### src/hw/rtl/tklsk_pkg.sv
// ----------------------------------------------------------------------------
// tklsk_pkg
// shared constants and controller/datapath interface types for the keeper
// ----------------------------------------------------------------------------
package tklsk_pkg;

  localparam int HEAP_DEPTH = 64;
  localparam int ADDR_W     = $clog2(HEAP_DEPTH);
  localparam int CNT_W      = $clog2(HEAP_DEPTH + 1);
  localparam int SCORE_W    = 16;
  localparam int ID_W       = 32;
  localparam int CAP_W      = 7;
  localparam int ENT_W      = SCORE_W + ID_W;

  localparam logic [CAP_W-1:0] CAP_RESET = CAP_W'(HEAP_DEPTH);

  typedef struct packed {
    logic load;   // capture request and decide admission
    logic rd;     // read the neighbors of the hole
    logic step;   // compare; move one entry and advance the hole, or settle the item
  } tklsk_cmd_t;

  typedef struct packed {
    logic admit;  // offered request enters the kept set
    logic stop;   // hole has reached its final place
  } tklsk_sts_t;

endpackage

### src/hw/rtl/tklsk_ctrl.sv
// ----------------------------------------------------------------------------
// tklsk_ctrl
// sequencer for load, per-level read/compare and result strobe
// ----------------------------------------------------------------------------
module tklsk_ctrl
  import tklsk_pkg::*;
(
  input  logic       clk,
  input  logic       rst_n,
  input  logic       start,
  output logic       busy,
  output logic       out_strobe,
  output tklsk_cmd_t cmd,
  input  tklsk_sts_t sts
);

  typedef enum logic [3:0] {
    S_IDLE = 4'b0001,
    S_READ = 4'b0010,
    S_CMP  = 4'b0100,
    S_DONE = 4'b1000
  } state_t;

  state_t state_r, state_nxt;

  always_comb begin
    state_nxt = state_r;
    cmd       = '0;
    unique case (state_r)
      S_IDLE: begin
        if (start) begin
          cmd.load  = 1'b1;
          state_nxt = sts.admit ? S_READ : S_DONE;
        end
      end
      S_READ: begin
        cmd.rd    = 1'b1;
        state_nxt = S_CMP;
      end
      S_CMP: begin
        cmd.step  = 1'b1;
        state_nxt = sts.stop ? S_DONE : S_READ;
      end
      S_DONE: begin
        state_nxt = S_IDLE;
      end
      default: state_nxt = S_IDLE;
    endcase
  end

  always_ff @(posedge clk) begin
    if (!rst_n) begin
      state_r <= S_IDLE;
    end else begin
      state_r <= state_nxt;
    end
  end

  assign busy       = (state_r != S_IDLE);
  assign out_strobe = (state_r == S_DONE);

endmodule

### src/hw/rtl/tklsk_dp.sv
// ----------------------------------------------------------------------------
// tklsk_dp
// heap store, moving-hole sift logic, fill count, root and capacity registers
// ----------------------------------------------------------------------------
module tklsk_dp
  import tklsk_pkg::*;
(
  input  logic               clk,
  input  logic               rst_n,
  input  logic               cfg_we,
  input  logic [CAP_W-1:0]   cfg_wdata,
  input  logic [SCORE_W-1:0] in_score,
  input  logic [ID_W-1:0]    in_candidate_id,
  input  tklsk_cmd_t         cmd,
  output tklsk_sts_t         sts,
  output logic               out_accepted,
  output logic [SCORE_W-1:0] out_worst_kept_score,
  output logic [CAP_W-1:0]   out_kept_count
);

  logic [ENT_W-1:0] mem [HEAP_DEPTH];
  logic [ENT_W-1:0] rd_a_r, rd_b_r;

  logic [CAP_W-1:0]   cap_r;
  logic [CNT_W-1:0]   fill_r;
  logic [SCORE_W-1:0] root_r;
  logic [SCORE_W-1:0] item_score_r;
  logic [ID_W-1:0]    item_id_r;
  logic [ADDR_W-1:0]  pos_r;
  logic               up_r;
  logic               acc_r;

  logic [CNT_W-1:0]   eff_cap;
  logic               has_room;
  logic [CNT_W:0]     left_w, right_w;
  logic [ADDR_W-1:0]  parent;
  logic [ADDR_W-1:0]  rd_a_addr, rd_b_addr;
  logic [SCORE_W-1:0] a_score, b_score, cur_score;
  logic               l_ok, r_ok, big_l, big_r;
  logic               stop_w;
  logic               wr_en;
  logic [ADDR_W-1:0]  wr_addr, pos_nxt;
  logic [ENT_W-1:0]   wr_data;

  // capacity clamp to 1..depth
  always_comb begin
    if (cap_r == '0) begin
      eff_cap = CNT_W'(1);
    end else if (cap_r > CAP_W'(HEAP_DEPTH)) begin
      eff_cap = CNT_W'(HEAP_DEPTH);
    end else begin
      eff_cap = CNT_W'(cap_r);
    end
  end

  assign has_room = (fill_r < eff_cap);

  assign left_w  = {pos_r, 1'b1} + (CNT_W + 1)'(0);
  assign right_w = left_w + (CNT_W + 1)'(1);
  assign parent  = ADDR_W'((pos_r - ADDR_W'(1)) >> 1);

  assign rd_a_addr = up_r ? parent : left_w[ADDR_W-1:0];
  assign rd_b_addr = right_w[ADDR_W-1:0];

  assign a_score = rd_a_r[ENT_W-1 -: SCORE_W];
  assign b_score = rd_b_r[ENT_W-1 -: SCORE_W];

  assign l_ok      = (left_w  < (CNT_W + 1)'(fill_r));
  assign r_ok      = (right_w < (CNT_W + 1)'(fill_r));
  assign big_l     = l_ok && (a_score > item_score_r);
  assign cur_score = big_l ? a_score : item_score_r;
  assign big_r     = r_ok && (b_score > cur_score);

  always_comb begin
    if (up_r) begin
      stop_w = (pos_r == '0) || (a_score >= item_score_r);
    end else begin
      stop_w = !(big_l || big_r);
    end
  end

  assign sts.admit = has_room || (in_score < root_r);
  assign sts.stop  = stop_w;

  // hole moves: write displaced entry into hole, or the item when settled
  always_comb begin
    wr_en   = cmd.step;
    wr_addr = pos_r;
    pos_nxt = pos_r;
    wr_data = {item_score_r, item_id_r};
    if (!stop_w) begin
      if (up_r) begin
        wr_data = rd_a_r;
        pos_nxt = parent;
      end else if (big_r) begin
        wr_data = rd_b_r;
        pos_nxt = right_w[ADDR_W-1:0];
      end else begin
        wr_data = rd_a_r;
        pos_nxt = left_w[ADDR_W-1:0];
      end
    end
  end

  always_ff @(posedge clk) begin
    if (wr_en) begin
      mem[wr_addr] <= wr_data;
    end
    if (cmd.rd) begin
      rd_a_r <= mem[rd_a_addr];
      rd_b_r <= mem[rd_b_addr];
    end
  end

  always_ff @(posedge clk) begin
    if (!rst_n) begin
      cap_r  <= CAP_RESET;
      fill_r <= '0;
    end else begin
      if (cfg_we) begin
        cap_r <= cfg_wdata;
      end
      if (cmd.load && has_room) begin
        fill_r <= fill_r + CNT_W'(1);
      end
    end
  end

  always_ff @(posedge clk) begin
    if (cmd.load) begin
      item_score_r <= in_score;
      item_id_r    <= in_candidate_id;
      up_r         <= has_room;
      pos_r        <= has_room ? fill_r[ADDR_W-1:0] : '0;
      acc_r        <= sts.admit;
    end else if (cmd.step) begin
      pos_r <= pos_nxt;
    end
    if (wr_en && (wr_addr == '0)) begin
      root_r <= wr_data[ENT_W-1 -: SCORE_W];
    end
  end

  assign out_accepted         = acc_r;
  assign out_worst_kept_score = root_r;
  assign out_kept_count       = CAP_W'(fill_r);

endmodule

### src/hw/rtl/top_k_lowest_score_keeper_unit.sv
// ----------------------------------------------------------------------------
// top_k_lowest_score_keeper_unit
// keeps the lowest-score candidates in a bounded max-heap, root = worst kept
// ----------------------------------------------------------------------------
//  channel   ports                                             handshake
//  request   in_score, in_candidate_id                         start & !busy
//  result    out_accepted, out_worst_kept_score, out_kept_count out_strobe
//  config    cfg_wdata (capacity)                              cfg_we
//
//  a rejected request goes from the accepting cycle straight to the
//  strobe cycle right after it
//  an admitted request runs compare steps, one more than the levels the
//  hole moves (1..7 for a 64-entry heap); each step is one registered
//  read of the heap store followed by a compare/write, and the strobe
//  comes after the last step
//  reset clears the fill count and sets capacity to the store depth; heap
//  contents are not cleared, only entries below the fill count are used
//  results cannot be stalled; busy stays high through the strobe cycle
// ----------------------------------------------------------------------------
module top_k_lowest_score_keeper_unit
  import tklsk_pkg::*;
(
  input  logic               clk,
  input  logic               rst_n,
  // configuration
  input  logic               cfg_we,
  input  logic [CAP_W-1:0]   cfg_wdata,
  // request
  input  logic               start,
  output logic               busy,
  input  logic [SCORE_W-1:0] in_score,
  input  logic [ID_W-1:0]    in_candidate_id,
  // result
  output logic               out_strobe,
  output logic               out_accepted,
  output logic [SCORE_W-1:0] out_worst_kept_score,
  output logic [CAP_W-1:0]   out_kept_count
);

  tklsk_cmd_t cmd;
  tklsk_sts_t sts;

  // sequencer: idle -> (read -> compare)* -> strobe
  tklsk_ctrl u_ctrl (
    .clk        (clk),
    .rst_n      (rst_n),
    .start      (start),
    .busy       (busy),
    .out_strobe (out_strobe),
    .cmd        (cmd),
    .sts        (sts)
  );

  // heap store with moving hole; sift-up on insert, sift-down on root replace
  tklsk_dp u_dp (
    .clk                  (clk),
    .rst_n                (rst_n),
    .cfg_we               (cfg_we),
    .cfg_wdata            (cfg_wdata),
    .in_score             (in_score),
    .in_candidate_id      (in_candidate_id),
    .cmd                  (cmd),
    .sts                  (sts),
    .out_accepted         (out_accepted),
    .out_worst_kept_score (out_worst_kept_score),
    .out_kept_count       (out_kept_count)
  );

endmodule
### config.mk
export PLATFORM = sky130hd
export DESIGN_NAME = top_k_lowest_score_keeper_unit
export DESIGN_NICKNAME = d
export VERILOG_FILES = /design/src/hw/rtl/tklsk_pkg.sv /design/src/hw/rtl/tklsk_ctrl.sv /design/src/hw/rtl/tklsk_dp.sv /design/src/hw/rtl/top_k_lowest_score_keeper_unit.sv
export SDC_FILE = /design/constraint.sdc
export NUM_CORES = 2
export LEC_CHECK = 0
export CAP_MARGIN = 20
export CORE_MARGIN = 2
export CORE_UTILIZATION = 40
export CTS_CLUSTER_DIAMETER = 120
export DETAILED_ROUTE_END_ITERATION = 10
export DONT_BUFFER_PORTS = 1
export PLACE_DENSITY = 0.55
export SYNTH_ARGS = -nofsm -noshare
export SYNTH_HDL_FRONTEND = slang
export SYNTH_SLANG_ARGS = --single-unit
### constraint.sdc
create_clock -name clk -period 17.8 [get_ports clk]
set_clock_uncertainty 0.05 [all_clocks]
set_input_delay 1.78 -clock clk [delete_from_list [all_inputs] [get_ports clk]]
set_output_delay 1.78 -clock clk [all_outputs]
set_load 0.03 [all_outputs]
---- Yosys cells after proc, flatten, opt, wreduce, memory -nomap -nowiden ----
Memory sizes are Yosys's and may differ from the RTL's. A register that Yosys moved wholly into a read port is not among the register bits.
Index checks and enable logic that the tools add are counted.
storage, ports and cells
  register bits after elaboration ......... 90
  RAM bits ................................ 3072
  input port bits ......................... 59
  logic and storage cells ................. 64
  memories ................................ 1
memories
  memory    words  bits a word  rd ports  clocked after memory_dff  write ports  line            RTL
  u_dp.mem  64     48           2         2                         1            tklsk_dp.sv:21  logic [ENT_W-1:0] mem [HEAP_DEPTH];
operators by class
  add/sub/neg operators ................... 3
  order comparisons ....................... 8
  equal/unequal tests ..................... 7
  muxes and demuxes ....................... 24
  reductions and logical operators ........ 12
operators with widths
  operator                                                            count
  48-bit two-way mux                                                  3
  6-bit two-way mux                                                   7
  16-bit > comparator                                                 2
  16-bit greater-or-equal comparator                                  1
  16-bit less-than comparator                                         1
  16-bit two-way mux                                                  1
  7-bit less-than comparator                                          2
  7-bit two-way mux                                                   2
  4-bit two-way mux                                                   3
  4-bit case mux with 3 select lines                                  1
  7-bit by 1-bit adder with 8-bit output, second input constant       1
  8-bit by 7-bit less-than comparator with 1-bit output               1
  7-bit by 1-bit adder with 7-bit output, second input constant       1
  7-bit > comparator, second input constant                           1
  7-bit zero test                                                     1
  1-bit two-way mux                                                   7
  6-bit zero test                                                     1
  6-bit by 1-bit subtractor with 6-bit output, second input constant  1
  4-bit by 1-bit == test with 1-bit output, second input constant     1
  4-bit by 2-bit == test with 1-bit output, second input constant     1
  4-bit by 3-bit == test with 1-bit output, second input constant     1
  4-bit == test, second input constant                                1
  1-bit logical AND                                                   4
  4-bit by 1-bit != test with 1-bit output, second input constant     1
  other kinds (6)                                                     8

---- Longest topological paths before layout ----
  depth in word-level cells ............... 11
  mapped depth ............................ 25
  gate-level depth less buffers ........... 17

---- Hierarchy ----
From an unflattened synthesis, not the netlist that was laid out.
second synthesis, totals
  cells, all modules ...................... 3947
  area total of the unflattened synthesis .. 53119.7 µm²
by module, submodules not included
  module      times used  cells an instance  area an instance (µm²)  seq. area each (µm²)
  tklsk_dp    1           3926               52899.5                 33191.8
  tklsk_ctrl  1           21                 220.2                   80.1

---- Worst setup path before layout ----
Ideal clock, no wire load.
  path kind ............................... register to register
  start point ............................. register u_dp.pos_r[0]
  end point ............................... memory u_dp.mem[0][34] in the netlist's numbering, data pin
  setup time .............................. 554 ps
  arrival time ............................ 6279 ps
  required time ........................... 17196 ps
  path slack .............................. 10917 ps
  stages on the path, launching flop included .. 25
  buffers on the path ..................... 9
  cell sequence ........................... edfxtp_1 clkbuf_1 buf_2 buf_2 clkbuf_1 buf_2 inv_1 ha_1 nor2b_1 o31ai_1 a21oi_1 or4_1 buf_2 buf_2 mux2i_1 ha_1 a21oi_1 nand2_1 a21o_1 a311o_1 buf_1 nand3_1 clkbuf_1 nor2_1 a21oi_1
between the ends
  longest elaborated chain between the ends .. 9
  elaborated cells on any way between the ends .. 15
  those cells by class .................... add/sub (1); order compare (3); mux (5); reduce/logical (6)
RTL lines
  item                        line             RTL
  from (decl)                 tklsk_dp.sv:29   logic [ADDR_W-1:0] pos_r;
  from (signal assigned)      tklsk_dp.sv:134  pos_r <= has_room ? fill_r[ADDR_W-1:0] : '0;
  from (signal assigned)      tklsk_dp.sv:137  pos_r <= pos_nxt;
  7-bit less-than comparator  tklsk_dp.sv:68   assign l_ok = (left_w < (CNT_W + 1)'(fill_r));
  1-bit logical AND           tklsk_dp.sv:70   assign big_l = l_ok && (a_score > item_score_r);
  16-bit two-way mux          tklsk_dp.sv:71   assign cur_score = big_l ? a_score : item_score_r;
  16-bit > comparator         tklsk_dp.sv:72   assign big_r = r_ok && (b_score > cur_score);
  1-bit logical AND           tklsk_dp.sv:72
  1-bit logical OR            tklsk_dp.sv:78   stop_w = !(big_l || big_r);
  1-bit zero test             tklsk_dp.sv:78
  1-bit two-way mux           tklsk_dp.sv:75   if (up_r) begin
  48-bit two-way mux (*)      tklsk_dp.sv:91   if (!stop_w) begin
  named net u_dp.wr_data[34]  tklsk_dp.sv:43   logic [ENT_W-1:0] wr_data;
  to (decl)                   tklsk_dp.sv:21
The timed path passes the listed nets; every way through them passes the cells marked *.

---- Final worst setup path ----
  start point ............................. register u_dp.item_score_r[7]
  end point ............................... memory u_dp.mem[27][41] in the netlist's numbering, data pin
between the ends
  longest elaborated chain between the ends .. 9
  elaborated cells on any way between the ends .. 13
  those cells by class .................... order compare (3); mux (5); reduce/logical (5)
RTL lines
  item                        line             RTL
  from (decl)                 tklsk_dp.sv:27   logic [SCORE_W-1:0] item_score_r;
  from (signal assigned)      tklsk_dp.sv:131  item_score_r <= in_score;
  16-bit > comparator         tklsk_dp.sv:70
  1-bit logical AND           tklsk_dp.sv:70
  16-bit two-way mux          tklsk_dp.sv:71
  16-bit > comparator         tklsk_dp.sv:72
  1-bit logical AND           tklsk_dp.sv:72
  1-bit logical OR            tklsk_dp.sv:78
  1-bit zero test             tklsk_dp.sv:78
  1-bit two-way mux           tklsk_dp.sv:75
  48-bit two-way mux (*)      tklsk_dp.sv:91
  named net u_dp.wr_data[41]  tklsk_dp.sv:43
Marks and branches as above.

==> impl_metrics.toml <==
[status]
status = "completed"

[clock_network]
cts_made_buffers = 117
post-cts-setup-buffers = 0
cts.sinks = 1114
tritoncts = "done"
clock_path_buffers = 3
cts_resized = 0
cts_max_level = 3
clk_latency_ns = 0.74
cts_root_buffer = "clkbuf_16"
clk_pin_slew_ns = 0.06
ctsHoldBuffers = 0

[worst_setup_path]
crit_slowest_cell = "or4_1"
path_delay_family = "compound AO/OA/AOI/OAI gates"
reg2reg_from = "u_dp.item_score_r[7]"
worst_setup_path_end_kind = "flop"
worst_path_largest_cell_delay_ns = 0.92
required_ns = 18.24
timing.critical_path.buf_inv = 3
path_class = "reg -> reg"
startpoint_type = "flop"
path_max_fanout = 34
crit_chain = "inv_1 -> ha_1 -> a21oi_1 -> o21ai_0 -> o2bb2ai_1 -> a2111oi_0 -> or4_1 -> mux2i_1 -> ha_1 -> a21oi_1 -> o21a_1 -> o2bb2ai_1 -> a311o_1 -> nand3_2 -> buf_4 -> nor2_1 -> a21oi_4 -> buf_4"
crit_start = "u_dp.item_score_r[7]"
arrival_ns = 7.25

[logic_synthesis]
yosysUniqueCellTypes = 65
synthCells = 4389
synth_edf_count = 1096
synthFlopType = "edfxtp_1"
synth_area_leader_cell = "edfxtp_1"
async_flop_share_pct = 0
avgSynthCellArea_um2 = 12.25
synth.cell_area_um2 = 53770
seq_area_frac_synth_pct = 61.87
synthTopCellsByArea = "edfxtp_1 61%, nand2_1 8.7%, mux2i_1 5.5%, mux4_2 5.4%, a32oi_1 4.2%"
synth_top_area_share_pct = 61.20
ys_ff_latch = 1114
synth.net_count = 4517
synth_warnings = 0

[detailed_routing]
drtIter0Drc = 4411
vias = 37940
postRouteAntennaNets = 0
vias_per_cell = 6.183
route.detailed.drc = 0
drt-pass1-iter-count = 7
wire_per_inst_um = 29.44
routed_wl_um = 180600

[sta]
tns_ns = 0
slew_headroom_pct = 20.93
max_freq_mhz = 146.8
tightest_slew_ns = 1.156
final.period_utilization_pct = 38.26
rsz0062_at_grt = "false"
final-hold-violation-count = 0
setup_viol = 0
slew_viol_final = 0
layout_min_cycle_time_ns = 6.810

[global_route]
grtUsageTotal_pct = 25.68
grt_pass1_wl_um = 254100
overflow = 0
antenna_found_initial = 5
grt_pass1_vias = 36050
grt_max_degree = 175

[floorplanning]
die_area_um2 = 137400
io_pins = 85
num_rows = 134
start_util_pct = 40.29
coreArea_um2 = 133500
die_height_um = 370.7
die_width_um = 370.7

[finish]
final_cell_mix = "1,240 x nand2_1, 1,096 x edfxtp_1, 295 x mux2i_1"
final_common_cell = "nand2_1"
fill_cells = 12170
fin_util_pct = 44.78
design_area_um2 = 59760
area_growth_pct = 11.14
fin_nets = 4398
drive_above_1_share_pct = 11.16

[power_and_ir_drop]
p_leak_nw = 20.36
ir_drop_uv = 105.3
power.density_nw_per_um2 = 122.4

[min_path]
hold_class = "reg -> reg"
holdCritStartpoint = "u_dp.cap_r[0]"

[placed_design]
dp_hpwl_um = 96980
place_area_um2 = 56090
io_buffer_count = 0
gp_congestion = 0.8562

[run]
drv_cap = 0
## path summary, 6_finish.rpt
path                           end  slack, ns  cells past startpoint
setup / recovery  u_dp.mem[27][41]      10.99                     18
setup reg to reg  u_dp.mem[27][41]      10.99                     18
hold / removal       u_dp.cap_r[0]       0.49                      2
hold reg to reg      u_dp.cap_r[0]       0.49                      2
## kinds of logic (layout without fill, tap and decap cells)
family,count (synthesis),after routing,synth area share [%]
xor+xnor,17,17,0.2769
other cells,0,5,0
compound gates,752,752,10.01
mux,425,425,10.89
flops,1114,1114,61.87
buf+inv,387,361,2.971
simple gates,1625,1625,12.37
fa+ha+maj,69,69,1.606
## stage by stage
step / instances / setup WS (ns) / hold slack [ns] / total power [mW]
CTS: 6130 / 11.05 / 0.5018 / 7.308
finish: 6136 / 10.99 / 0.4899 / 7.312
global route: 6131 / 10.59 / 0.5129 / 7.547
global placement: 5918 / 11.06 / 0.4859 / 4.938
floorplan: 4389 / 10.92 / 0.4239 / 4.267
detailed placement: 5918 / 11.11 / 0.4908 / 4.945
## per-layer routing
layer / vias to the layer above / track usage, % / wire, um
met5: - / 0 / 40
met4: 6 / 10.60 / 7514
met3: 355 / 4.187 / 14920
met2: 1819 / 41.37 / 84240
met1: 19290 / 34.57 / 73910
li1: 16470 / - / -
## synthesized netlist by cell type (8+ instances only)
cell type,instances
a21oi_1,96
nand2_1,1240
edfxtp_1,1096
or4_1,17
xor2_1,9
and2_1,8
a31oi_1,193
a22oi_1,96
nor2_1,98
o21ai_0,58
mux2i_1,295
dfxtp_1,18
nand4_1,10
buf_2,43
clkbuf_1,230
inv_1,49
xnor2_1,8
a22o_1,17
a32oi_1,257
buf_4,8
nand3_1,196
buf_1,49
nor2b_1,14
mux4_2,128
ha_1,69
## worst register-to-register path, delay by kind of cell, from the launching register on
| kind | cells | cell delay, ns |
|---|---|---|
| AND/OR/NAND/NOR | 3 | 1.23 |
| adder cells (fa/ha/maj) | 2 | 0.60 |
| buffers and inverters | 3 | 1.14 |
| flip-flops | 1 | 0.38 |
| AO/OA/AOI/OAI | 9 | 2.84 |
| multiplexers | 1 | 0.29 |
## sequential cells by signal (all words and copies together), names as in the netlist
register	count
u_dp.cap_r	7
u_dp.up_r	1
u_dp.out_accepted	1
u_dp.item_score_r	16
u_dp.out_kept_count	7
u_dp.mem	1024
u_dp.pos_r	6
u_dp.rd_b_r	16
u_dp.rd_a_r	16
u_dp.out_worst_kept_score	16
u_ctrl.state_r	4
## report_power, final
group	total, mW	internal [mW]	leakage (nW)	switching [mW]
Sequential	3.02	3.00	10.0	0.0183
Combinational	1.91	0.553	8.58	1.35
Clock	2.39	1.36	1.77	1.03
Total	7.31	4.91	20.4	2.40
## cell type report
cell class	instances	area, um^2	area share [%]
Antenna cell	5	12.51	0.02094
Clock buffer	145	3075	5.146
Clock inverter	67	570.5	0.9547
Inverter	50	196.4	0.3287
Multi-Input combinational cell	2888	19570	32.75
Sequential cell	1114	33270	55.67
Tap cell	1768	2212	3.701
Timing Repair Buffer	99	850.8	1.424
No activity file was read; power rests on OpenSTA's default activity.
